==> config.mk <==
export PLATFORM = sky130hd
export DESIGN_NAME = adjacent_swap_permutation_generator
export DESIGN_NICKNAME = d
export VERILOG_FILES = /design/src/design/asp_pkg.sv /design/src/design/asp_cell.sv /design/src/design/adjacent_swap_permutation_generator.sv
export VERILOG_INCLUDE_DIRS = /design/src /design/src/design
export SDC_FILE = /design/constraint.sdc
export NUM_CORES = 1
export LEC_CHECK = 0
export ABC_AREA = 1
export BUFFER_PORTS_ARGS = -buffer_cell sky130_fd_sc_hd__buf_2
export CAP_MARGIN = 20
export CELL_PAD_IN_SITES_DETAIL_PLACEMENT = 1
export CELL_PAD_IN_SITES_GLOBAL_PLACEMENT = 1
export CORE_MARGIN = 4
export CORE_UTILIZATION = 49
export DETAILED_ROUTE_END_ITERATION = 8
export GPL_TIMING_DRIVEN = 0
export PLACE_DENSITY_LB_ADDON = 0.1
export SLEW_MARGIN = 10
export SYNTH_ARGS = -nofsm -noshare
export SYNTH_HDL_FRONTEND = slang
export SYNTH_SLANG_ARGS = --single-unit
==> constraint.sdc <==
create_clock -name i_clk -period 17.1 [get_ports i_clk]
set_input_delay 1.71 -clock i_clk [delete_from_list [all_inputs] [get_ports i_clk]]
set_output_delay 1.71 -clock i_clk [all_outputs]
set_load 0.005 [all_outputs]
==> src/design/adjacent_swap_permutation_generator_macros.svh <==
// Assertion macros for the adjacent-swap permutation generator.
// Needs a clock named i_clk and an active-low reset named i_rst_n in scope.
`ifndef ADJACENT_SWAP_PERMUTATION_GENERATOR_MACROS_SVH
`define ADJACENT_SWAP_PERMUTATION_GENERATOR_MACROS_SVH

// Consequence checked in the same cycle.
`define ASP_ASSERT_SAME(lbl, ante, cons) \
    lbl: assert property (@(posedge i_clk) disable iff (!i_rst_n) (ante) |-> (cons)) \
        else $error("assertion failed");

// Consequence checked in the next cycle.
`define ASP_ASSERT_NEXT(lbl, ante, cons) \
    lbl: assert property (@(posedge i_clk) disable iff (!i_rst_n) (ante) |=> (cons)) \
        else $error("assertion failed");

`endif

==> src/design/asp_pkg.sv <==
// Shared constants and types for the adjacent-swap permutation generator.
// No dependencies.
package asp_pkg;

    localparam int MAX_ELEMENTS = 8;
    localparam int VAL_W        = $clog2(MAX_ELEMENTS);
    localparam int CFG_W        = 4;
    localparam int OUT_POS      = 8;
    localparam int OUT_VW       = 3;
    localparam int PERM_W       = OUT_POS * OUT_VW;

    typedef struct packed {
        logic             load;
        logic             update;
        logic [VAL_W-1:0] moved;
    } t_cell_ctrl;

    typedef struct packed {
        logic             found;
        logic [VAL_W-1:0] value;
    } t_max;

endpackage

==> src/design/asp_cell.sv <==
// One position of the permutation: element value, direction mark, local
// mobility test and one link of the largest-mobile chain. Uses asp_pkg.
module asp_cell (
    input  logic                      i_clk,
    input  logic                      i_rst_n,
    input  logic [asp_pkg::VAL_W-1:0] i_pos,
    input  asp_pkg::t_cell_ctrl       i_ctrl,
    input  logic                      i_act,
    input  logic                      i_l_act,
    input  logic [asp_pkg::VAL_W-1:0] i_l_val,
    input  logic                      i_l_dir,
    input  logic                      i_r_act,
    input  logic [asp_pkg::VAL_W-1:0] i_r_val,
    input  logic                      i_r_dir,
    input  asp_pkg::t_max             i_max,
    output asp_pkg::t_max             o_max,
    output logic [asp_pkg::VAL_W-1:0] o_val,
    output logic                      o_dir,
    output logic [asp_pkg::VAL_W-1:0] o_nval,
    output logic                      o_ndir
);
    import asp_pkg::*;

    logic [VAL_W-1:0] r_val, n_val;
    logic             r_dir, n_dir;
    logic             w_mobile;
    logic [VAL_W-1:0] w_sw_val;
    logic             w_sw_dir;

    // mobile: points at an active, smaller neighbor
    assign w_mobile = i_act && (r_dir ? (i_l_act && (i_l_val < r_val))
                                      : (i_r_act && (i_r_val < r_val)));

    always_comb begin
        if (w_mobile && (!i_max.found || (r_val > i_max.value))) begin
            o_max.found = 1'b1;
            o_max.value = r_val;
        end else begin
            o_max = i_max;
        end
    end

    // swap: mover takes its neighbor, target takes the mover
    always_comb begin
        w_sw_val = r_val;
        w_sw_dir = r_dir;
        priority if (i_act && (r_val == i_ctrl.moved)) begin
            w_sw_val = r_dir ? i_l_val : i_r_val;
            w_sw_dir = r_dir ? i_l_dir : i_r_dir;
        end else if (i_l_act && (i_l_val == i_ctrl.moved) && !i_l_dir) begin
            w_sw_val = i_l_val;
            w_sw_dir = i_l_dir;
        end else if (i_r_act && (i_r_val == i_ctrl.moved) && i_r_dir) begin
            w_sw_val = i_r_val;
            w_sw_dir = i_r_dir;
        end else begin
            w_sw_val = r_val;
            w_sw_dir = r_dir;
        end
    end

    always_comb begin
        n_val = r_val;
        n_dir = r_dir;
        priority if (i_ctrl.load) begin
            n_val = i_pos;
            n_dir = 1'b1;
        end else if (i_ctrl.update) begin
            n_val = w_sw_val;
            n_dir = w_sw_dir ^ (i_act && (w_sw_val > i_ctrl.moved));
        end else begin
            n_val = r_val;
            n_dir = r_dir;
        end
    end

    always_ff @(posedge i_clk) begin
        if (!i_rst_n) begin
            r_val <= i_pos;
            r_dir <= 1'b1;
        end else begin
            r_val <= n_val;
            r_dir <= n_dir;
        end
    end

    assign o_val  = r_val;
    assign o_dir  = r_dir;
    assign o_nval = n_val;
    assign o_ndir = n_dir;

endmodule

==> src/design/adjacent_swap_permutation_generator.sv <==
// Top level of the adjacent-swap permutation generator: cell row, sequencer,
// output register. Uses asp_pkg, asp_cell and the assertion macro header.

// Steps through permutations in Steinhaus-Johnson-Trotter order. A request
// with i_restart high loads the identity (all elements pointing left); a
// request with i_restart low moves the largest mobile element one place,
// flips every larger element, and returns the new order, or returns the
// order unchanged with o_done_res set when nothing is mobile. Each request
// passes through a search state, in which the largest-mobile value ripples
// along the row of cells and is registered, and then an apply state, in
// which every cell swaps/flips and the result is loaded into the output
// register. A new request can be taken in the apply state while the
// previous one finishes; the apply state waits while a previous result is
// still held in the output register. i_cfg_data sets the element count
// (0 counts as 1, above the row size counts as the row size); write it only
// while no request is in flight. Positions at or beyond the count read as
// zero in o_perm_packed and o_direction_bits.
module adjacent_swap_permutation_generator (
    input  logic                      i_clk,
    input  logic                      i_rst_n,
    input  logic                      i_cfg_we,
    input  logic [asp_pkg::CFG_W-1:0] i_cfg_data,
    input  logic                      i_valid,
    output logic                      o_ready,
    input  logic                      i_restart,
    output logic                      o_valid,
    input  logic                      i_ready,
    output logic [asp_pkg::PERM_W-1:0] o_perm_packed,
    output logic [asp_pkg::OUT_POS-1:0] o_direction_bits,
    output logic                      o_done_res
);
    import asp_pkg::*;

`include "adjacent_swap_permutation_generator_macros.svh"

    typedef enum logic [2:0] {
        S_IDLE   = 3'b001,
        S_SEARCH = 3'b010,
        S_APPLY  = 3'b100
    } t_state;

    t_state          r_state, n_state;
    logic [CFG_W-1:0] r_n_in_use;
    logic [CFG_W-1:0] w_n_eff;
    logic            r_restart;
    t_max            r_best;
    logic            r_out_valid;
    logic [PERM_W-1:0]  r_perm;
    logic [OUT_POS-1:0] r_dirs;
    logic            r_done;

    logic            w_out_free, w_finish, w_take;
    t_cell_ctrl      w_ctrl;

    logic [VAL_W-1:0] w_val  [MAX_ELEMENTS];
    logic             w_dir  [MAX_ELEMENTS];
    logic [VAL_W-1:0] w_nval [MAX_ELEMENTS];
    logic             w_ndir [MAX_ELEMENTS];
    logic             w_act  [MAX_ELEMENTS];
    t_max             w_max  [MAX_ELEMENTS+1];
    logic [PERM_W-1:0]  w_perm;
    logic [OUT_POS-1:0] w_dirs;

    // element count, clamped; the register itself keeps what was written
    always_comb begin
        priority if (r_n_in_use == '0) begin
            w_n_eff = CFG_W'(1);
        end else if (r_n_in_use > CFG_W'(MAX_ELEMENTS)) begin
            w_n_eff = CFG_W'(MAX_ELEMENTS);
        end else begin
            w_n_eff = r_n_in_use;
        end
    end

    always_ff @(posedge i_clk) begin
        if (!i_rst_n) begin
            r_n_in_use <= CFG_W'(8);
        end else if (i_cfg_we) begin
            r_n_in_use <= i_cfg_data;
        end
    end

    // handshake: a new request enters in idle or in the finishing apply cycle
    assign w_out_free = !r_out_valid || i_ready;
    assign w_finish   = (r_state == S_APPLY) && w_out_free;
    assign o_ready    = (r_state == S_IDLE) || w_finish;
    assign w_take     = i_valid && o_ready;

    always_comb begin
        n_state = r_state;
        unique case (r_state)
            S_IDLE:   n_state = w_take ? S_SEARCH : S_IDLE;
            S_SEARCH: n_state = S_APPLY;
            S_APPLY: begin
                if (w_finish) begin
                    n_state = w_take ? S_SEARCH : S_IDLE;
                end
            end
            default:  n_state = S_IDLE;
        endcase
    end

    always_ff @(posedge i_clk) begin
        if (!i_rst_n) begin
            r_state <= S_IDLE;
        end else begin
            r_state <= n_state;
        end
    end

    always_ff @(posedge i_clk) begin
        if (w_take) begin
            r_restart <= i_restart;
        end
        if (r_state == S_SEARCH) begin
            r_best <= w_max[MAX_ELEMENTS];
        end
    end

    assign w_ctrl.load   = w_finish && r_restart;
    assign w_ctrl.update = w_finish && !r_restart && r_best.found;
    assign w_ctrl.moved  = r_best.value;

    // row of cells; the largest-mobile search ripples left to right
    assign w_max[0] = '0;

    for (genvar g = 0; g < MAX_ELEMENTS; g++) begin : g_cell
        logic             w_l_act, w_r_act, w_l_dir, w_r_dir;
        logic [VAL_W-1:0] w_l_val, w_r_val;

        assign w_act[g] = (CFG_W'(g) < w_n_eff);

        if (g > 0) begin : g_left
            assign w_l_act = 1'b1;
            assign w_l_val = w_val[g-1];
            assign w_l_dir = w_dir[g-1];
        end else begin : g_left_edge
            assign w_l_act = 1'b0;
            assign w_l_val = '0;
            assign w_l_dir = 1'b0;
        end

        if (g < MAX_ELEMENTS-1) begin : g_right
            assign w_r_act = (CFG_W'(g+1) < w_n_eff);
            assign w_r_val = w_val[g+1];
            assign w_r_dir = w_dir[g+1];
        end else begin : g_right_edge
            assign w_r_act = 1'b0;
            assign w_r_val = '0;
            assign w_r_dir = 1'b0;
        end

        asp_cell u_cell (
            .i_clk   (i_clk),
            .i_rst_n (i_rst_n),
            .i_pos   (VAL_W'(g)),
            .i_ctrl  (w_ctrl),
            .i_act   (w_act[g]),
            .i_l_act (w_l_act),
            .i_l_val (w_l_val),
            .i_l_dir (w_l_dir),
            .i_r_act (w_r_act),
            .i_r_val (w_r_val),
            .i_r_dir (w_r_dir),
            .i_max   (w_max[g]),
            .o_max   (w_max[g+1]),
            .o_val   (w_val[g]),
            .o_dir   (w_dir[g]),
            .o_nval  (w_nval[g]),
            .o_ndir  (w_ndir[g])
        );
    end

    // pack the post-update state; positions past the count show zero
    for (genvar g = 0; g < OUT_POS; g++) begin : g_pack
        if (g < MAX_ELEMENTS) begin : g_used
            assign w_perm[g*OUT_VW +: OUT_VW] = w_act[g] ? OUT_VW'(w_nval[g]) : '0;
            assign w_dirs[g] = w_act[g] && w_ndir[g];
        end else begin : g_unused
            assign w_perm[g*OUT_VW +: OUT_VW] = '0;
            assign w_dirs[g] = 1'b0;
        end
    end

    // output register
    always_ff @(posedge i_clk) begin
        if (!i_rst_n) begin
            r_out_valid <= 1'b0;
        end else if (w_finish) begin
            r_out_valid <= 1'b1;
        end else if (i_ready) begin
            r_out_valid <= 1'b0;
        end
    end

    always_ff @(posedge i_clk) begin
        if (w_finish) begin
            r_perm <= w_perm;
            r_dirs <= w_dirs;
            r_done <= !r_restart && !r_best.found;
        end
    end

    assign o_valid          = r_out_valid;
    assign o_perm_packed    = r_perm;
    assign o_direction_bits = r_dirs;
    assign o_done_res       = r_done;

    // a taken request always goes to the search cycle
    `ASP_ASSERT_NEXT(a_take_search, w_take, r_state == S_SEARCH)
    // the search cycle is always followed by the apply cycle
    `ASP_ASSERT_NEXT(a_search_apply, r_state == S_SEARCH, r_state == S_APPLY)
    // apply waits while the previous result is held
    `ASP_ASSERT_NEXT(a_apply_stall, (r_state == S_APPLY) && r_out_valid && !i_ready,
                     (r_state == S_APPLY) && o_valid)
    // cells change only on the finishing apply cycle
    `ASP_ASSERT_SAME(a_ctrl_finish, w_ctrl.load || w_ctrl.update,
                     (r_state == S_APPLY) && w_out_free)

endmodule

Word level (Yosys, flattened, before mapping)

Cells that the tools add are included.

Magnitude comparators: 38
Eq/ne operators: 12
Muxes and demuxes: 115
Bitwise logic cells: 8
Reduce and logical (&&, ||, !) cells: 94

Operators with widths:

| kind                                                 | count |
|---|---|
| 2-to-1 mux 3 bit                                     | 48 |
| logical AND 1 bit                                    | 66 |
| 2-to-1 mux 1 bit                                     | 56 |
| greater-than comparator 3 bit                        | 15 |
| < comparator 3 bit                                   | 14 |
| 2-to-1 mux 4 bit                                     | 9 |
| equality test 3 bit                                  | 8 |
| zero test 1 bit                                      | 17 |
| < comparator 3 x 4 -> 1 bit, first input constant    | 4 |
| logical OR 1 bit                                     | 9 |
| case mux 3 bit (3 select lines)                      | 1 |
| < comparator 1 x 4 -> 1 bit, first input constant    | 2 |
| < comparator 2 x 4 -> 1 bit, first input constant    | 2 |
| bitwise XOR 1 bit                                    | 8 |
| greater-than comparator 4 bit, second input constant | 1 |
| zero test 4 bit                                      | 1 |
| equality test 3 x 1 -> 1 bit, second input constant  | 1 |
| equality test 3 x 2 -> 1 bit, second input constant  | 1 |
| equality test 3 bit, second input constant           | 1 |
| 2-to-1 mux 2 bit                                     | 1 |
| != test 2 bit, second input constant                 | 1 |
| nonzero test 2 bit                                   | 1 |

Bits in registers: 78
Input port bits: 10
Output and inout bits: 35
Logic and storage cells: 299

Longest topological paths before layout

Gate-level depths: netlist of run 1.

Word-level depth: 36
Mapped depth: 69
Gate-level depth less buffers: 69

By module

Synthesis of run 1 repeated with hierarchy kept, for this count alone.

Cells, all modules: 1,564
Area, all modules: 9,385.3 um2

Modules (own cells, without submodules):

| module                              | times used | cells an instance | area an instance (um2) | seq. area each (um2) |
|---|---|---|---|---|
| asp_cell                            | 8          | 175               | 947.2                  | 80.1 |
| adjacent_swap_permutation_generator | 1          | 164               | 1,808.0                | 1,301.2 |

Worst setup path before layout of run 1

Ideal clock, no wire load.

Path type: reg-to-reg
From: register g_cell[0].u_cell.r_val[2]
To: register r_best[0] in the netlist's numbering, data pin
Setup time: 253 ps
Arrival time: 7,559 ps
Required time: 16,847 ps
Setup slack: 9,288 ps
Stages on the path, launching flop included: 68
Buffers on the path: 0
Clock period less this slack: 7,812 ps
Cell sequence: dfxtp_1 > inv_1 > ha_1 > a21oi_1 > nand2_1 > nor2_8 > nand2_1 > ha_1 > nand3b_1 > nand2_1 > nand2_1 > nand2_4 > nand3_2 > nand2_2 > nand2_2 > ha_1 > nand2_1 > o21ai_0 > [... 32 more ...] > ha_1 > a21oi_1 > o21ai_0 > nand2_1 > o21ai_1 > nand2_1 > clkinv_1 > nand2_1 > nand2_1 > ha_1 > nand3b_1 > a32o_1 > nand2_1 > inv_2 > nor2_4 > inv_2 > nand3_1 > nand2_1

RTL lines:

| element                | line                                       | text |
|---|---|---|
| start, declared        | asp_cell.sv:24                             | `logic [VAL_W-1:0] r_val, n_val;` |
| start signal, assigned | asp_cell.sv:79                             | `r_val <= i_pos;` |
| start signal, assigned | asp_cell.sv:82                             | `r_val <= n_val;` |
| end signal, assigned   | adjacent_swap_permutation_generator.sv:116 | `r_best <= w_max[MAX_ELEMENTS];` |
| end, declared          | adjacent_swap_permutation_generator.sv:46  | `t_max r_best;` |

==> run_results.csv, run 1 <==
group,metric,value,unit
cts,post_cts_resized,0,
synth,synthCells,865,
synth,ys_ff_latch,78,
global_routing,grt_start_max_net_pins,22,
synth,synth_ff_type,"dfxtp_1",
sta,post-route-min-period,9.34,ns
global_routing,grt_pass1_wl,36900,um
min_path,worst_hold_path_type,"reg2reg",
synth,synth.net_count,941,
sta,tns,0,ns
drt,dr_total_vias,6702,
cts,cts_buffer_depth,2,
min_path,whs_path_depth,3,
critical_path,timing.reg2reg.setup_slack,7.76,ns
layout,nets,997,
synth,synth_edf_count,38,
critical_path,crit_type,"reg2reg",
synth,syn_area,6530,sq um
run,drv_cap,0,
sta,finalSetupViolCount,0,
floorplanning,io_pins,45,
sta,maxSlewHeadroom,0.432,
placed_design,globalplace.congestion,0.946,
critical_path,startpoint,"g_cell[0].u_cell.o_val[2]$_SDFF_PN0_",
floorplanning,die_h,123,um
power_and_ir_drop,irDropWorstVdd,0.0000675,V
critical_path,cp_slowest_stage_delay,0.48,ns
cts,postCtsSetupBuffers,0,
power_and_ir_drop,p_leak,3.40,nW
drt,drc,0,
cts,clockRootBuffer,"clkbuf_16",
drt,vias_per_cell,6.10,
global_routing,grt_pass1_vias,7092,
floorplanning,fp.dieW,123,um
drt,firstDrtPassIters,5,
critical_path,worstSetupStartpointType,"register",
layout,synthToLayoutAreaGrowth,11.8,%
layout,fill_cells,1669,
status,status,"finished, final reports clean",
layout,multi_input_area,4110,sq um
critical_path,worstPathRequired,17.21,ns
cts,clock-sinks,78,
global_routing,antenna_found_initial,0,
cts,path_clk_slew,0.07,ns
sta,fin_skew,0.00968,ns
placed_design,portBuffers,44,
layout,final_common_cell,"nand2_1",
cts,postCtsHoldBufs,0,
sta,fmax,107,MHz
drt,wl_per_cell,21.3,um
sta,rsz0062_at_grt,"false",
critical_path,cpMaxStageDelayCell,"dfxtp_1",
power_and_ir_drop,power_density,77.5,nW/um^2
layout,drive_above_1_share,0.158,
drt,antenna_left,0,
layout,ff_latch_area,1940,sq um
critical_path,worstPathArrival,9.45,ns
critical_path,path_common_cell,"nand2_1",
layout,diodes,0,
sta,min_period_over_period,0.546,
synth,avgSynthCellArea,7.55,sq um
critical_path,path_max_fanout,5,
layout,layout_common_cells,"nand2_1 (172), inv_1 (82), a21oi_1 (75)",
placed_design,post-place-ws,7.85,ns
cts,cts_tree,"built",
cts,insertion_delay,0.35,ns
floorplanning,rows,41,
min_path,hp-start,"r_state[1]$_SDFFE_PN0P_",
synth,yosysSeqAreaShare,0.297,
sta,tightest_slew,0.852,ns
floorplanning,placeableCoreArea,12800,sq um
global_routing,grt_overflow_total,0,
global_routing,grt_use_total,0.318,
cts,htreeDepth,3,
floorplanning,dieArea,15200,sq um
synth,yosys_warnings,0,
critical_path,worstRegToRegCells,67,
sta,hold_viol_final,0,
critical_path,cp-end-kind,"register",
placed_design,hpwl,17800,um
synth,async_flop_share,0,
drt,dr.first_iter.drc_count,550,
cts,cts_buffers,9,
floorplanning,initial_core_util,0.509,
sta,fin_ws,7.76,ns
drt,drt-total-wl,23400,um
critical_path,worstReg2RegStart,"g_cell[0].u_cell.o_val[2]$_SDFF_PN0_",
sta,maxSlewViolCount,0,
synth,synth_cell_types,46,
==> synth_stat cells, drive strengths merged (15+ instances only) <==
master | number | area (sq um)
dfxtp | 40 | 801
edfxtp | 38 | 1140
xnor2 | 16 | 140
nand2 | 198 | 857
a21oi | 78 | 417
inv | 96 | 370
clkbuf | 15 | 57.6
ha | 66 | 826
o21ai | 86 | 434
nand3 | 74 | 468
nor2 | 70 | 378
o211ai | 16 | 120
==> per-layer routing <==
metal | GRT usage | vias up | wire [um]
met4 | 0.140 | 0 | 905
met1 | 0.407 | 3297 | 10000
met5 | 0 | - | 0
met3 | 0.0421 | 74 | 1360
met2 | 0.533 | 251 | 11200
li1 | - | 3080 | -
==> state kept, by name (all words and copies together) (netlist names) <==
signal and flops:
r_best 4, g_cell.u_cell.o_val 24, r_restart 1, g_cell.u_cell.o_dir 8
o_done_res 1, o_direction_bits 8, r_state 3, r_n_in_use 4
o_perm_packed 24, o_valid 1
==> cell families (layout without fill, tap and decap cells) <==
family | count (synthesis) | in the layout | synth area share
AOI/OAI and AO/OA | 214 | 214 | 0.190
xor gates and xnor gates | 24 | 24 | 0.0322
adders and majority gates | 66 | 66 | 0.126
buffers and inverters | 121 | 182 | 0.0751
DFF | 78 | 78 | 0.297
and+or+nand+nor | 362 | 362 | 0.280
==> final cells by class <==
type	count	area share
multi-input combinational	666	0.562
sequential	78	0.266
buffer	23	0.0154
inverter	98	0.0517
clock buffer	12	0.0351
clock inverter	4	0.00634
timing repair buffer	45	0.0339
tap	172	0.0295
==> critical path, delay by kind of cell, from the launching register on <==
family	cells	cell delay (ns)
AND/OR/NAND/NOR	42	3.91
AO/OA/AOI/OAI	10	1.43
adder cells (fa/ha/maj)	8	2.64
flip-flops	1	0.48
buffers and inverters	7	0.60
==> worst paths after layout <==
path                               end
hold / removal    o_valid$_SDFFE_PN0P_
setup / recovery   r_best[1]$_DFFE_PN_
hold reg to reg   o_valid$_SDFFE_PN0P_
setup reg to reg   r_best[1]$_DFFE_PN_
==> per-stage QoR <==
step / util / area (sq um) / cells / total power [W] / hold WS, ns
6_report: 0.570 / 7310 / 1098 / 0.000566 / 0.569
3_3_place_gp: 0.543 / 6970 / 1081 / 0.000351 / 0.565
2_1_floorplan: - / 6530 / 865 / 0.000323 / 0.517
3_5_place_dp: 0.546 / 7000 / 1082 / 0.000366 / 0.569
4_1_cts: 0.570 / 7310 / 1098 / 0.000564 / 0.576
5_1_grt: 0.570 / 7310 / 1098 / 0.000590 / 0.622
==> power breakdown <==
part	total, W	switching [W]	internal [W]	leakage [nW]
clock network	0.000201	0.0000808	0.000120	0.146
registers	0.000203	0.00000247	0.000200	0.667
logic	0.000162	0.000106	0.0000569	2.59
total	0.000566	0.000189	0.000377	3.40
Note: power is estimated with default switching activity, not from simulation.
==> inputs of run 2 (changes only) <==
- CORE_UTILIZATION: 49 -> 46
- clock period: 17.1 -> 8.67 ns (I/O delays scaled with it)
==> run_results.csv, run 2 (synthesized netlist as in run 1, its figures left out) <==
group,metric,value,unit
status,status,"finished, final reports clean",
layout,diodes,0,
power_and_ir_drop,intPower,0.000776,W
min_path,whs_path_depth,2,
sta,timing.hold.ws,0.550,ns
cts,htreeDepth,3,
critical_path,cp_slowest_stage_delay,0.35,ns
layout,layout_common_cells,"nand2_1 (157), inv_1 (80), a21oi_1 (72)",
cts,path_clk_slew,0.07,ns
global_routing,grt_util_met1,0.386,
global_routing,grt_start_max_net_pins,23,
sta,fmax,121,MHz
cts,clockRootBuffer,"clkbuf_16",
cts,cts_tree,"built",
critical_path,critPathBufInv,6,
power_and_ir_drop,seqPwrFrac,0.339,
layout,final_util,0.566,
cts,cts_buffer_depth,2,
placed_design,portBuffers,44,
sta,tightest_slew,0.861,ns
floorplanning,rows,43,
sta,hold_viol_final,0,
global_routing,grt_pass1_vias,7015,
floorplanning,die_h,127,um
floorplanning,placeableCoreArea,13900,sq um
run,drv_cap,0,
drt,vias_per_cell,5.88,
global_routing,grt_use_total,0.292,
power_and_ir_drop,p_leak,3.59,nW
power_and_ir_drop,pwr-share-comb,0.326,
critical_path,worstRegToRegCells,65,
layout,drive_above_1_share,0.232,
power_and_ir_drop,power_density,150,nW/um^2
global_routing,antenna_found_initial,0,
critical_path,worstPathArrival,8.34,ns
layout,final_common_cell,"nand2_1",
critical_path,crit_type,"reg2reg",
placed_design,hpwl,17500,um
critical_path,path_common_cell,"nand2_1",
power_and_ir_drop,pwr-share-clk,0.335,
layout,fin_cells,1126,
critical_path,worstPathRequired,8.76,ns
min_path,worst_hold_path_type,"reg2reg",
sta,post-route-min-period,8.24,ns
critical_path,path_max_fanout,5,
critical_path,cpLargestDelayFamily,"simple AND/OR/NAND/NOR gates",
layout,nets,1017,
layout,synthToLayoutAreaGrowth,20.2,%
sta,fin_skew,0.00802,ns
cts,clock-sinks,78,
placed_design,dp.cells,1090,
sta,tns,0,ns
critical_path,worstSetupStartpointType,"register",
critical_path,cp-end-kind,"register",
global_routing,grtUsageMet2,0.500,
power_and_ir_drop,irDropWorstVdd,0.000118,V
sta,min_period_over_period,0.951,
cts,cts_buffers,9,
cts,insertion_delay,0.35,ns
power_and_ir_drop,switching_share,0.340,
placed_design,post-place-ws,-0.453,ns
sta,finalSetupViolCount,0,
sta,maxSlewHeadroom,0.426,
floorplanning,initial_core_util,0.471,
global_routing,grt-busiest-layer,"met2",
drt,antenna_left,0,
sta,maxSlewViolCount,0,
floorplanning,io_pins,45,
placed_design,globalplace.congestion,0.920,
drt,firstDrtPassIters,7,
critical_path,path_depth,65,
global_routing,grt_pass1_wl,37400,um
drt,dr_total_vias,6616,
global_routing,grt_use_met3,0.0326,
sta,fin_ws,0.428,ns
power_and_ir_drop,p_switching,0.000400,W
floorplanning,fp.dieW,127,um
drt,wl_per_cell,21.2,um
global_routing,grt_overflow_total,0,
drt,drc,0,
critical_path,cpMaxStageDelayCell,"dfxtp_4",
drt,dr.first_iter.drc_count,502,
floorplanning,dieArea,16200,sq um
drt,drt-total-wl,23900,um
-- run 2: cell count changes in the layout (fill, tap and decap cells not counted), sizes merged --
cell and change:
clkinv -1, clkbuf -2, buf +20, clkinvlp +1
inv +2
-- run 2: what timing repair did --
action / CTS / global route
setup endpoints to repair: 3 / 3
hold buffers: 0 / 0
pin swaps: 1 / 30
buffers inserted: 2 / 18
gates resized for setup: 22 / 57
-- run 2: per-stage QoR --
stage	total power (W)	instance area, sq um
finish	0.00118	7850
detailed placement	0.000713	7010
floorplan	0.000637	6530
global placement	0.000691	6980
global route	0.00124	7850
CTS	0.00111	7430
-- run 2: path summary, 6_finish.rpt --
| kind | from | end | slack (ns) |
|---|---|---|---|
| max | g_cell[0].u_cell.o_val[1]$_SDFF_PN0_ | r_best[0]$_DFFE_PN_ | 0.43 |
| min | g_cell[0].u_cell.o_val[1]$_SDFF_PN0_ | g_cell[0].u_cell.o_val[1]$_SDFF_PN0_ | 0.55 |
| max reg2reg | g_cell[0].u_cell.o_val[1]$_SDFF_PN0_ | r_best[0]$_DFFE_PN_ | 0.43 |
| min reg2reg | g_cell[0].u_cell.o_val[1]$_SDFF_PN0_ | g_cell[0].u_cell.o_val[1]$_SDFF_PN0_ | 0.55 |
-- run 2: area by class of cell --
class / instances / area, sq um
clock buffers: 10 / 229
flip-flops and latches: 78 / 1960
inverters: 98 / 383
plain buffers: 23 / 113
fillers: 1779 / 6030
clock inverters: 6 / 71.3
repair buffers: 65 / 398
well taps: 180 / 225
multi-input cells: 666 / 4480
-- run 2: tightest hold or removal path, stage by stage, from the launching register on --
cell,delay (ns)
dfxtp_4,0.35
nand2_1,0.09
a21oi_1,0.07
-- run 2: power by group through the flow --
| stage | registers [W] | logic, W | clock network (W) |
|---|---|---|---|
| 2_1_floorplan | 0.000406 | 0.000231 | 0 |
| 3_3_place_gp | 0.000407 | 0.000284 | 0 |
| 3_5_place_dp | 0.000407 | 0.000305 | 0 |
| 4_1_cts | 0.000399 | 0.000315 | 0.000399 |
| 5_1_grt | 0.000399 | 0.000427 | 0.000414 |
| 6_report | 0.000398 | 0.000383 | 0.000394 |
-- run 2: per-layer routing --
| metal | vias to the layer above | share of wire | wire (um) |
|---|---|---|---|
| met1 | 3255 | 0.44 | 10500 |
| met3 | 44 | 0.047 | 1110 |
| li1 | 3127 | - | - |
| met5 | - | 0 | 0 |
| met4 | 0 | 0.025 | 603 |
| met2 | 190 | 0.49 | 11700 |
